### src/rrsg_pkg.sv
// Shared types and constants for the rounded rectangle span generator.
package rrsg_pkg;

	localparam int MAX_SCREEN = 1024;
	localparam int SCREEN_W = 11;
	localparam int ROOT_STEPS = 9;
	localparam int REM_W = 2 * ROOT_STEPS;

	localparam logic [1:0] REG_SCREEN_WIDTH = 2'd0;
	localparam logic [1:0] REG_SCREEN_HEIGHT = 2'd1;

	localparam logic [SCREEN_W-1:0] SCREEN_RESET = 11'd412;

	typedef struct packed {
		logic signed [11:0] rect_left;
		logic signed [11:0] rect_top;
		logic [10:0] rect_width;
		logic [10:0] rect_height;
		logic [9:0] corner_radius;
		logic [15:0] fill_colour;
		logic [9:0] row_index;
	} rrsg_in_t;

	typedef struct packed {
		logic span_valid;
		logic [9:0] span_start_x;
		logic [9:0] span_end_x;
		logic [9:0] span_y;
		logic [15:0] span_colour;
	} rrsg_out_t;

	typedef struct packed {
		logic [9:0] x;
		logic [10:0] w;
		logic [9:0] r;
		logic [9:0] y;
		logic [15:0] colour;
		logic corner;
	} rrsg_side_t;

	typedef struct packed {
		rrsg_side_t side;
		logic [REM_W-1:0] rem;
		logic [REM_W-1:0] res;
	} rrsg_stage_t;

endpackage

### src/rrsg_front.sv
// Front stages: clipping, radius clamp, corner detection and squaring.
module rrsg_front (
	input  logic                           clk,
	input  logic                           arst_n,
	input  logic                           en,
	input  logic                           in_valid,
	input  rrsg_pkg::rrsg_in_t             in_data,
	input  logic [rrsg_pkg::SCREEN_W-1:0]  screen_width,
	input  logic [rrsg_pkg::SCREEN_W-1:0]  screen_height,
	output logic                           out_valid,
	output rrsg_pkg::rrsg_stage_t          out_data
);
	import rrsg_pkg::*;

	logic valid_s1, valid_s2, valid_s3, valid_s4, valid_s5, valid_s6;

	logic [10:0] x_s1, y_s1;
	logic signed [12:0] w_s1, h_s1;
	logic [9:0] r_s1, row_s1;
	logic [15:0] colour_s1;

	logic [9:0] x_s2, y_s2, r_s2, row_s2;
	logic [10:0] w_s2, h_s2;
	logic [15:0] colour_s2;

	logic [9:0] x_s3, y_s3, r_s3, row_s3;
	logic [10:0] w_s3, h_s3;
	logic [15:0] colour_s3;

	rrsg_side_t side_s4, side_s5;
	logic [9:0] a_s4;
	logic [REM_W:0] rr_s5, aa_s5;
	rrsg_stage_t stage_s6;

	logic signed [12:0] lx, ly, lw, lh, wn, hn;
	logic [10:0] xn, yn;
	always_comb begin
		lx = 13'(in_data.rect_left);
		ly = 13'(in_data.rect_top);
		lw = signed'({2'b00, in_data.rect_width});
		lh = signed'({2'b00, in_data.rect_height});
		if (lx < 0) begin
			wn = lw + lx;
			xn = '0;
		end else begin
			wn = lw;
			xn = lx[10:0];
		end
		if (ly < 0) begin
			hn = lh + ly;
			yn = '0;
		end else begin
			hn = lh;
			yn = ly[10:0];
		end
	end

	logic [SCREEN_W-1:0] sw_lim, sh_lim;
	logic signed [13:0] sw_s, sh_s, xs_s, ys_s, wsum, hsum, wc, hc;
	always_comb begin
		sw_lim = (screen_width > SCREEN_W'(MAX_SCREEN)) ? SCREEN_W'(MAX_SCREEN) : screen_width;
		sh_lim = (screen_height > SCREEN_W'(MAX_SCREEN)) ? SCREEN_W'(MAX_SCREEN) : screen_height;
		sw_s = signed'({3'b000, sw_lim});
		sh_s = signed'({3'b000, sh_lim});
		xs_s = signed'({3'b000, x_s1});
		ys_s = signed'({3'b000, y_s1});
		wsum = xs_s + {w_s1[12], w_s1};
		hsum = ys_s + {h_s1[12], h_s1};
		wc = (wsum > sw_s) ? (sw_s - xs_s) : {w_s1[12], w_s1};
		hc = (hsum > sh_s) ? (sh_s - ys_s) : {h_s1[12], h_s1};
	end

	logic [9:0] r_clamp;
	always_comb begin
		r_clamp = r_s2;
		if (r_clamp > w_s2[10:1])
			r_clamp = w_s2[10:1];
		if (r_clamp > h_s2[10:1])
			r_clamp = h_s2[10:1];
	end

	logic top_band, bot_band;
	logic [10:0] bot_dist;
	logic [9:0] a_n;
	always_comb begin
		top_band = row_s3 < r_s3;
		bot_band = {1'b0, row_s3} >= (h_s3 - {1'b0, r_s3});
		bot_dist = {1'b0, r_s3} + {1'b0, row_s3} + 11'd1 - h_s3;
		if (top_band)
			a_n = r_s3 - row_s3;
		else if (bot_band)
			a_n = bot_dist[9:0];
		else
			a_n = r_s3;
	end

	logic [19:0] rr_full, aa_full;
	assign rr_full = 20'(side_s4.r) * 20'(side_s4.r);
	assign aa_full = 20'(a_s4) * 20'(a_s4);

	logic [REM_W:0] diff;
	assign diff = rr_s5 - aa_s5;

	always_ff @(posedge clk or negedge arst_n) begin
		if (!arst_n) begin
			valid_s1 <= 1'b0;
			valid_s2 <= 1'b0;
			valid_s3 <= 1'b0;
			valid_s4 <= 1'b0;
			valid_s5 <= 1'b0;
			valid_s6 <= 1'b0;
		end else if (en) begin
			valid_s1 <= in_valid;
			valid_s2 <= valid_s1 && (wc > 0) && (hc > 0);
			valid_s3 <= valid_s2 && ({1'b0, row_s2} < h_s2);
			valid_s4 <= valid_s3;
			valid_s5 <= valid_s4;
			valid_s6 <= valid_s5;
		end
	end

	always_ff @(posedge clk) begin
		if (en) begin
			x_s1 <= xn;
			y_s1 <= yn;
			w_s1 <= wn;
			h_s1 <= hn;
			r_s1 <= in_data.corner_radius;
			row_s1 <= in_data.row_index;
			colour_s1 <= in_data.fill_colour;

			x_s2 <= x_s1[9:0];
			y_s2 <= y_s1[9:0];
			w_s2 <= wc[10:0];
			h_s2 <= hc[10:0];
			r_s2 <= r_s1;
			row_s2 <= row_s1;
			colour_s2 <= colour_s1;

			x_s3 <= x_s2;
			y_s3 <= y_s2 + row_s2;
			w_s3 <= w_s2;
			h_s3 <= h_s2;
			r_s3 <= r_clamp;
			row_s3 <= row_s2;
			colour_s3 <= colour_s2;

			side_s4.x <= x_s3;
			side_s4.w <= w_s3;
			side_s4.r <= r_s3;
			side_s4.y <= y_s3;
			side_s4.colour <= colour_s3;
			side_s4.corner <= (r_s3 != '0) && (top_band || bot_band);
			a_s4 <= a_n;

			side_s5 <= side_s4;
			rr_s5 <= rr_full[REM_W:0];
			aa_s5 <= aa_full[REM_W:0];

			stage_s6.side <= side_s5;
			stage_s6.rem <= diff[REM_W-1:0];
			stage_s6.res <= '0;
		end
	end

	assign out_valid = valid_s6;
	assign out_data = stage_s6;

endmodule

### src/rrsg_root_cell.sv
// One cell of the square root chain: settles one result bit per pass.
module rrsg_root_cell (
	input  logic                   clk,
	input  logic                   arst_n,
	input  logic                   en,
	input  logic [3:0]             step,
	input  logic                   in_valid,
	input  rrsg_pkg::rrsg_stage_t  in_data,
	output logic                   out_valid,
	output rrsg_pkg::rrsg_stage_t  out_data
);
	import rrsg_pkg::*;

	logic valid_q;
	rrsg_stage_t data_q;
	logic [REM_W-1:0] bitv;
	logic [REM_W:0] trial;
	rrsg_stage_t next;

	always_comb begin
		bitv = REM_W'(1) << {step, 1'b0};
		trial = {1'b0, in_data.res} + {1'b0, bitv};
		next = in_data;
		if ({1'b0, in_data.rem} >= trial) begin
			next.rem = in_data.rem - trial[REM_W-1:0];
			next.res = (in_data.res >> 1) + bitv;
		end else begin
			next.res = in_data.res >> 1;
		end
	end

	always_ff @(posedge clk or negedge arst_n) begin
		if (!arst_n) begin
			valid_q <= 1'b0;
		end else if (en) begin
			valid_q <= in_valid;
		end
	end

	always_ff @(posedge clk) begin
		if (en) begin
			data_q <= next;
		end
	end

	assign out_valid = valid_q;
	assign out_data = data_q;

endmodule

### src/rounded_rect_span_generator.sv
// Top level of the rounded rectangle span generator.
//
//  Channel  Signals                          Width  Direction
//  input    in_valid, in_ready, in_data      82     in
//  result   out_valid, out_ready, out_data   47     out
//  config   cfg_valid, cfg_ready, cfg_index, cfg_data  2 + 11  in
//
// One item is taken every cycle unless the output stalls; each span passes through six front stages,
// nine square root cells and the output register.
// Reset clears every stage's valid bit and sets both screen sizes to 412.
// The whole pipeline holds while a result waits at the output and out_ready is low.
module rounded_rect_span_generator (
	input  logic                           clk,
	input  logic                           arst_n,
	input  logic                           in_valid,
	output logic                           in_ready,
	input  rrsg_pkg::rrsg_in_t             in_data,
	output logic                           out_valid,
	input  logic                           out_ready,
	output rrsg_pkg::rrsg_out_t            out_data,
	input  logic                           cfg_valid,
	output logic                           cfg_ready,
	input  logic [1:0]                     cfg_index,
	input  logic [rrsg_pkg::SCREEN_W-1:0]  cfg_data
);
	import rrsg_pkg::*;

	logic en;
	logic [SCREEN_W-1:0] screen_width_q, screen_height_q;
	logic chain_valid [0:ROOT_STEPS];
	rrsg_stage_t chain_data [0:ROOT_STEPS];
	logic out_valid_q;
	rrsg_out_t out_data_q;

	assign en = !out_valid_q || out_ready;
	assign in_ready = en;
	assign cfg_ready = 1'b1;

	always_ff @(posedge clk or negedge arst_n) begin
		if (!arst_n) begin
			screen_width_q <= SCREEN_RESET;
			screen_height_q <= SCREEN_RESET;
		end else if (cfg_valid) begin
			case (cfg_index)
				REG_SCREEN_WIDTH: screen_width_q <= cfg_data;
				REG_SCREEN_HEIGHT: screen_height_q <= cfg_data;
				default: ;
			endcase
		end
	end

	rrsg_front u_front (
		.clk           (clk),
		.arst_n        (arst_n),
		.en            (en),
		.in_valid      (in_valid),
		.in_data       (in_data),
		.screen_width  (screen_width_q),
		.screen_height (screen_height_q),
		.out_valid     (chain_valid[0]),
		.out_data      (chain_data[0])
	);

	for (genvar g = 0; g < ROOT_STEPS; g++) begin : g_root
		rrsg_root_cell u_cell (
			.clk       (clk),
			.arst_n    (arst_n),
			.en        (en),
			.step      (4'(ROOT_STEPS - 1 - g)),
			.in_valid  (chain_valid[g]),
			.in_data   (chain_data[g]),
			.out_valid (chain_valid[g+1]),
			.out_data  (chain_data[g+1])
		);
	end

	rrsg_side_t fin;
	logic [9:0] dx;
	logic [9:0] xs, xe;
	always_comb begin
		fin = chain_data[ROOT_STEPS].side;
		dx = {1'b0, chain_data[ROOT_STEPS].res[ROOT_STEPS-1:0]};
		if (fin.corner && (dx != '0)) begin
			xs = fin.x + fin.r - dx;
			xe = 10'({1'b0, fin.x} + fin.w - {1'b0, fin.r} + {1'b0, dx});
		end else begin
			xs = fin.x;
			xe = 10'({1'b0, fin.x} + fin.w - 11'd1);
		end
	end

	always_ff @(posedge clk or negedge arst_n) begin
		if (!arst_n) begin
			out_valid_q <= 1'b0;
		end else if (en) begin
			out_valid_q <= chain_valid[ROOT_STEPS] && (xe >= xs);
		end
	end

	always_ff @(posedge clk) begin
		if (en) begin
			out_data_q.span_valid <= 1'b1;
			out_data_q.span_start_x <= xs;
			out_data_q.span_end_x <= xe;
			out_data_q.span_y <= fin.y;
			out_data_q.span_colour <= fin.colour;
		end
	end

	assign out_valid = out_valid_q;
	assign out_data = out_data_q;

	a_span_order: assert property (@(posedge clk) disable iff (!arst_n)
		out_valid |-> out_data.span_start_x <= out_data.span_end_x)
		else $error("span start lies beyond span end");

	a_span_flag: assert property (@(posedge clk) disable iff (!arst_n)
		out_valid |-> out_data.span_valid)
		else $error("span flag clear on a delivered span");

	a_root_below_radius: assert property (@(posedge clk) disable iff (!arst_n)
		chain_valid[ROOT_STEPS] && fin.corner |-> dx < fin.r)
		else $error("corner offset not below the clamped radius");

	a_idle_ready: assert property (@(posedge clk) disable iff (!arst_n)
		!out_valid |-> in_ready)
		else $error("input stalled with an empty output register");

endmodule

### config.mk
export PLATFORM = sky130hd
export DESIGN_NAME = rounded_rect_span_generator
export DESIGN_NICKNAME = d
export VERILOG_FILES = /design/src/rrsg_pkg.sv /design/src/rrsg_front.sv /design/src/rrsg_root_cell.sv /design/src/rounded_rect_span_generator.sv
export SDC_FILE = /design/constraint.sdc
export NUM_CORES = 2
export LEC_CHECK = 0
export ABC_CLOCK_PERIOD_IN_PS = 63500
export BUFFER_PORTS_ARGS = -buffer_cell sky130_fd_sc_hd__buf_2
export CAP_MARGIN = 20
export CORE_ASPECT_RATIO = 0.6
export CORE_MARGIN = 2
export CORE_UTILIZATION = 50
export CTS_CLUSTER_SIZE = 40
export DETAILED_ROUTE_END_ITERATION = 6
export PLACE_DENSITY = 0.66
export SLEW_MARGIN = 10
export SYNTH_ARGS = -nofsm -noshare
export SYNTH_HDL_FRONTEND = slang
export SYNTH_SLANG_ARGS = --single-unit
### constraint.sdc
create_clock -name clk -period 63.5 [get_ports clk]
set_clock_uncertainty 0.15 [all_clocks]
set_input_delay 3.175 -clock clk [delete_from_list [all_inputs] [get_ports clk]]
set_output_delay 3.175 -clock clk [all_outputs]
set_load 0.01 [all_outputs]
### After elaboration in Yosys (flattened, before gate mapping)

Index checks and enable logic that the tools add are counted.

* flip-flop bits (word level): 1367
* input bits: 100
* output and inout bits: 50
* word-level logic and storage cells: 258

* magnitude comparators: 23
* mux-type cells: 29
* add/subtract/negate cells: 43
* equal/unequal tests: 1
* $mul: 2
* reduce and logical (&&, ||, !) cells: 14

Operator list (count)
* 18-bit by 19-bit >= comparator with 1-bit output: 8
* 18-bit 2-to-1 mux: 8
* 18-bit subtractor: 8
* 17-bit 2-to-1 mux: 7
* 10-bit 2-to-1 mux: 6
* 11-bit 2-to-1 mux: 4
* 10-bit adder: 4
* 10-bit by 10-bit multiplier with 18-bit output: 2
* 10-bit subtractor: 3
* 12-bit by 13-bit adder with 14-bit output: 2
* 14-bit by 1-bit greater-than comparator with 1-bit output, second input constant: 2
* 14-bit by 12-bit greater-than comparator with 1-bit output: 2
* 14-bit 2-to-1 mux: 2
* 12-bit by 12-bit adder with 13-bit output: 2
* 12-bit by 1-bit < comparator with 1-bit output, second input constant: 2
* 11-bit by 11-bit subtractor with 12-bit output: 2
* 11-bit greater-than comparator, second input constant: 2
* 10-bit greater-than comparator: 2
* 18-bit by 1-bit adder with 19-bit output, second input constant: 1
* 18-bit by 11-bit adder with 19-bit output, second input constant: 1
* 18-bit by 13-bit adder with 19-bit output, second input constant: 1
* 18-bit by 3-bit adder with 19-bit output, second input constant: 1
* 18-bit by 5-bit adder with 19-bit output, second input constant: 1
* 18-bit by 7-bit adder with 19-bit output, second input constant: 1
* 31 further kinds: 38

### Logic depth before layout (Yosys ltp)

* word-level depth: 7
* depth in mapped cells: 23

### By module

A second synthesis with hierarchy kept.

* cells, all modules: 6609
* area total of the unflattened synthesis: 81720.9 um^2

By module, submodules not included
* rrsg_front: area an instance 27661.5 um^2, instances 1, cells each 2167
* rrsg_root_cell at g_root[4].u_cell ...: area an instance 5487.8 um^2, instances 4, cells each 454
* rrsg_root_cell at g_root[0].u_cell ...: area an instance 5486.5 um^2, instances 4, cells each 441
* rrsg_root_cell at g_root[6].u_cell: area an instance 5596.6 um^2, instances 1, cells each 460
* rounded_rect_span_generator: area an instance 4565.6 um^2, instances 1, cells each 402

### Worst setup path after synthesis

OpenSTA, ideal clock, no wires.

* path kind: input to output
* start point: input out_ready
* end point: output in_ready
* data arrival time: 36437 ps
* buffers on the path: 2
* stages: 4
* slack: 23738 ps
* cell sequence: nor2b_1 clkbuf_1 inv_1 buf_1

* longest elaborated chain between the ends: 1

Ends and longest elaborated chain
* start: declaration: RTL line rounded_rect_span_generator.sv:19 `input logic out_ready,`
* 1-bit logical OR: RTL line rounded_rect_span_generator.sv:35 `assign en = !out_valid_q || out_ready;`
* end: declaration: RTL line rounded_rect_span_generator.sv:16 `output logic in_ready,`

Every way passes these cells.

### Final worst setup path

Ends and elaborated chain as after synthesis.

==> flow_summary.json <==
{
  "syn_avg_cell_area_sq_um": 15.15,
  "flop_and_latch_count_out_of_synthesis": 1257,
  "cts_buffers": 110,
  "grtUsageTotal_pct": 17.55,
  "finalInstanceArea_sq_um": 62010,
  "report.final.slew_viol_count": 0,
  "synth-async-reset-ratio_pct": 3.023,
  "tightestPinTransition_ns": 1.065,
  "cap_violations": 0,
  "worstSetupEndpointType": "output port",
  "die_area_sq_um": 114500,
  "ctsHtreeMaxLevel": 3,
  "multiInputGateArea_sq_um": 16560,
  "drt_iter0_markers": 2606,
  "ys_top_cells_by_area": "edfxtp_1 66%, ha_1 8.0%, fa_1 4.6%, inv_1 2.8%, xnor2_1 2.3%",
  "synth.most_common_cell": "edfxtp_1",
  "cp_max_fo": 89,
  "dp_hpwl_um": 71320,
  "number_of_resized_instances_in_the_post_cts_repair_step": 0,
  "report.final.setup_viol": 0,
  "initial_core_util_pct": 50.69,
  "route.detailed.vias_per_inst": 5.173,
  "layout_min_cycle_time_ns": 8.243,
  "number_of_antenna_violations_at_the_first_check_in_global_routing": 6,
  "hold_viol_final": 0,
  "placedInstanceArea_sq_um": 58430,
  "summed_instance_area_of_the_synthesized_netlist_sq_um": 55860,
  "start_kind": "primary input",
  "max-clock-path-buffers": 3,
  "die_w_um": 435.5,
  "post_synth_simple_gate_area_pct": 6.238,
  "via_count_of_the_first_global_routing_pass": 27170,
  "synth_largest_type_area_fraction_pct": 65.53,
  "floorplan.rows": 94,
  "syn-instance-count": 3688,
  "fin_crit_sh_pct": 12.98,
  "worstSetupPathType": "primary input to output port",
  "final_layout_size_suffix_gt1_share_pct": 10.73,
  "clock.fmax_ghz": 0.1213,
  "pin_count": 150,
  "synth-xor-area-share_pct": 3.261,
  "cts_hold_repair.buffers": 0,
  "floorplan.core_area_sq_um": 110200,
  "final_core_util_pct": 56.27,
  "dr.pass1.iters": 5,
  "grt-ovfl-total": 0,
  "worst_setup_hold_path_clk_slew_ns": 0.07,
  "final.fill_count": 8712,
  "outcome": "finished, final reports clean",
  "largest_net_degree_at_the_start_of_global_routing": 191,
  "ctsRootBufferMaster": "clkbuf_16",
  "syn2layout_area_growth_pct": 11.00,
  "seq_area_sq_um": 37570,
  "yosys.cell_types.count": 82,
  "holdCritPathClass": "flop to flop",
  "synthAdderAreaFrac_pct": 12.57,
  "cts_setup_buffers": 0,
  "grt_pass1_wl_um": 155600,
  "ys_warn_count": 0,
  "clock_latency_on_the_worst_skew_pair_ns": 0.72,
  "timing.setup.tns_ns": 0,
  "slew_headroom_pct": 28.51,
  "timing.critical_path.required_ns": 60.17,
  "clkSinkCount": 1257,
  "synth_compound_gate_area_share_pct": 5.861,
  "synth_largest_area_cell": "edfxtp_1",
  "part_of_the_yosys_area_used_for_sequential_elements_pct": 67.25,
  "stdcell_count": 5499,
  "share_of_cell_area_taken_by_muxes_after_synthesis_pct": 1.678,
  "placed_cells_incl_taps": 5292,
  "nets": 4501,
  "wl_per_cell_um": 18.13,
  "via_count": 28450,
  "grt_setup_unrepaired": "no",
  "synth_top_family_by_area": "adder cells",
  "io_buffers": 147,
  "synth-edff-count": 1219,
  "routed_wl_um": 99720,
  "drc": 0,
  "replace_congestion": 0.8425,
  "synth.top_cells.by_count": "1219 x edfxtp_1, 412 x inv_1, 355 x ha_1",
  "ant_nets": 0,
  "fp.dieH_um": 262.9,
  "worstPathArrival_ns": 4.92,
  "yosys_most_used_dff": "edfxtp_1",
  "tritoncts": "yes"
}
layer usage:
layer  track usage [%]  wire length (um)
met1             30.42             54420
met2             21.28             36380
met3             4.335              7165
met4             4.026              1758
met5                 0                 0
layout make-up:
class / count / area share [%]
flip-flops and latches: 1257 / 60.59
repair buffers: 162 / 1.481
well taps: 1488 / 3.003
clock buffers: 136 / 4.631
diodes: 2 / 0.008071
multi-input cells: 1974 / 26.70
inverters: 412 / 2.506
clock inverters: 68 / 1.082
kinds of logic (layout without fill, tap and decap cells):
logic type | count (synthesis) | in the layout
compound gates | 502 | 502
xor+xnor | 208 | 208
fa+ha+maj | 484 | 484
buf+inv | 458 | 778
flops | 1257 | 1257
mux | 82 | 82
other cells | 1 | 4
simple gates | 696 | 696
sequential cells by signal, indices dropped and copies added, names as in the netlist, 17 cells and up:
register                cells
g_root.u_cell.out_data    702
out_data                   46
u_front.aa_s5              17
u_front.out_data           75
u_front.rr_s5              17
u_front.side_s4            57
u_front.side_s5            56
path summary, 6_finish.rpt:
kind                                                    start                       endpoint  slack, ns  depth (start not counted)
worst max-delay path                                out_ready                       in_ready      55.26                          4
worst min-delay path            g_root[1].u_cell.out_data[75]  g_root[2].u_cell.out_data[75]       0.25                          0
worst max register to register                u_front.a_s4[5]              u_front.aa_s5[17]      57.20                         18
worst min register to register  g_root[1].u_cell.out_data[75]  g_root[2].u_cell.out_data[75]       0.25                          0
max in group asynchronous                              arst_n     g_root[5].u_cell.out_valid      60.07                          1
min in group asynchronous                              arst_n             screen_height_q[0]       2.47                          1
through the flow:
stage	setup slack, ns	hold WS, ns
floorplan	23.74	0.2503
CTS	55.28	0.2463
global placement	55.34	0.2502
finish	55.26	0.2534
detailed placement	55.30	0.2545
global route	55.19	0.2550
critical path, stage by stage:
cell,delay [ns]
buf_2,0.11
nor2b_2,0.73
inv_8,0.39
buf_2,0.35
cell usage in the layout (no fill, tap or decap), drive strengths merged, types with 112 or more instances in the layout:
| cell type | n |
|---|---|
| nand2 | 198 |
| clkbuf | 136 |
| ha | 355 |
| fa | 129 |
| xnor2 | 145 |
| a21oi | 135 |
| edfxtp | 1219 |
| buf | 162 |
| nor2 | 143 |
| o21ai | 112 |
| inv | 419 |
Power is not shown: default switching activity piles up to over one toggle a cycle in this logic, so the estimate is an artifact.
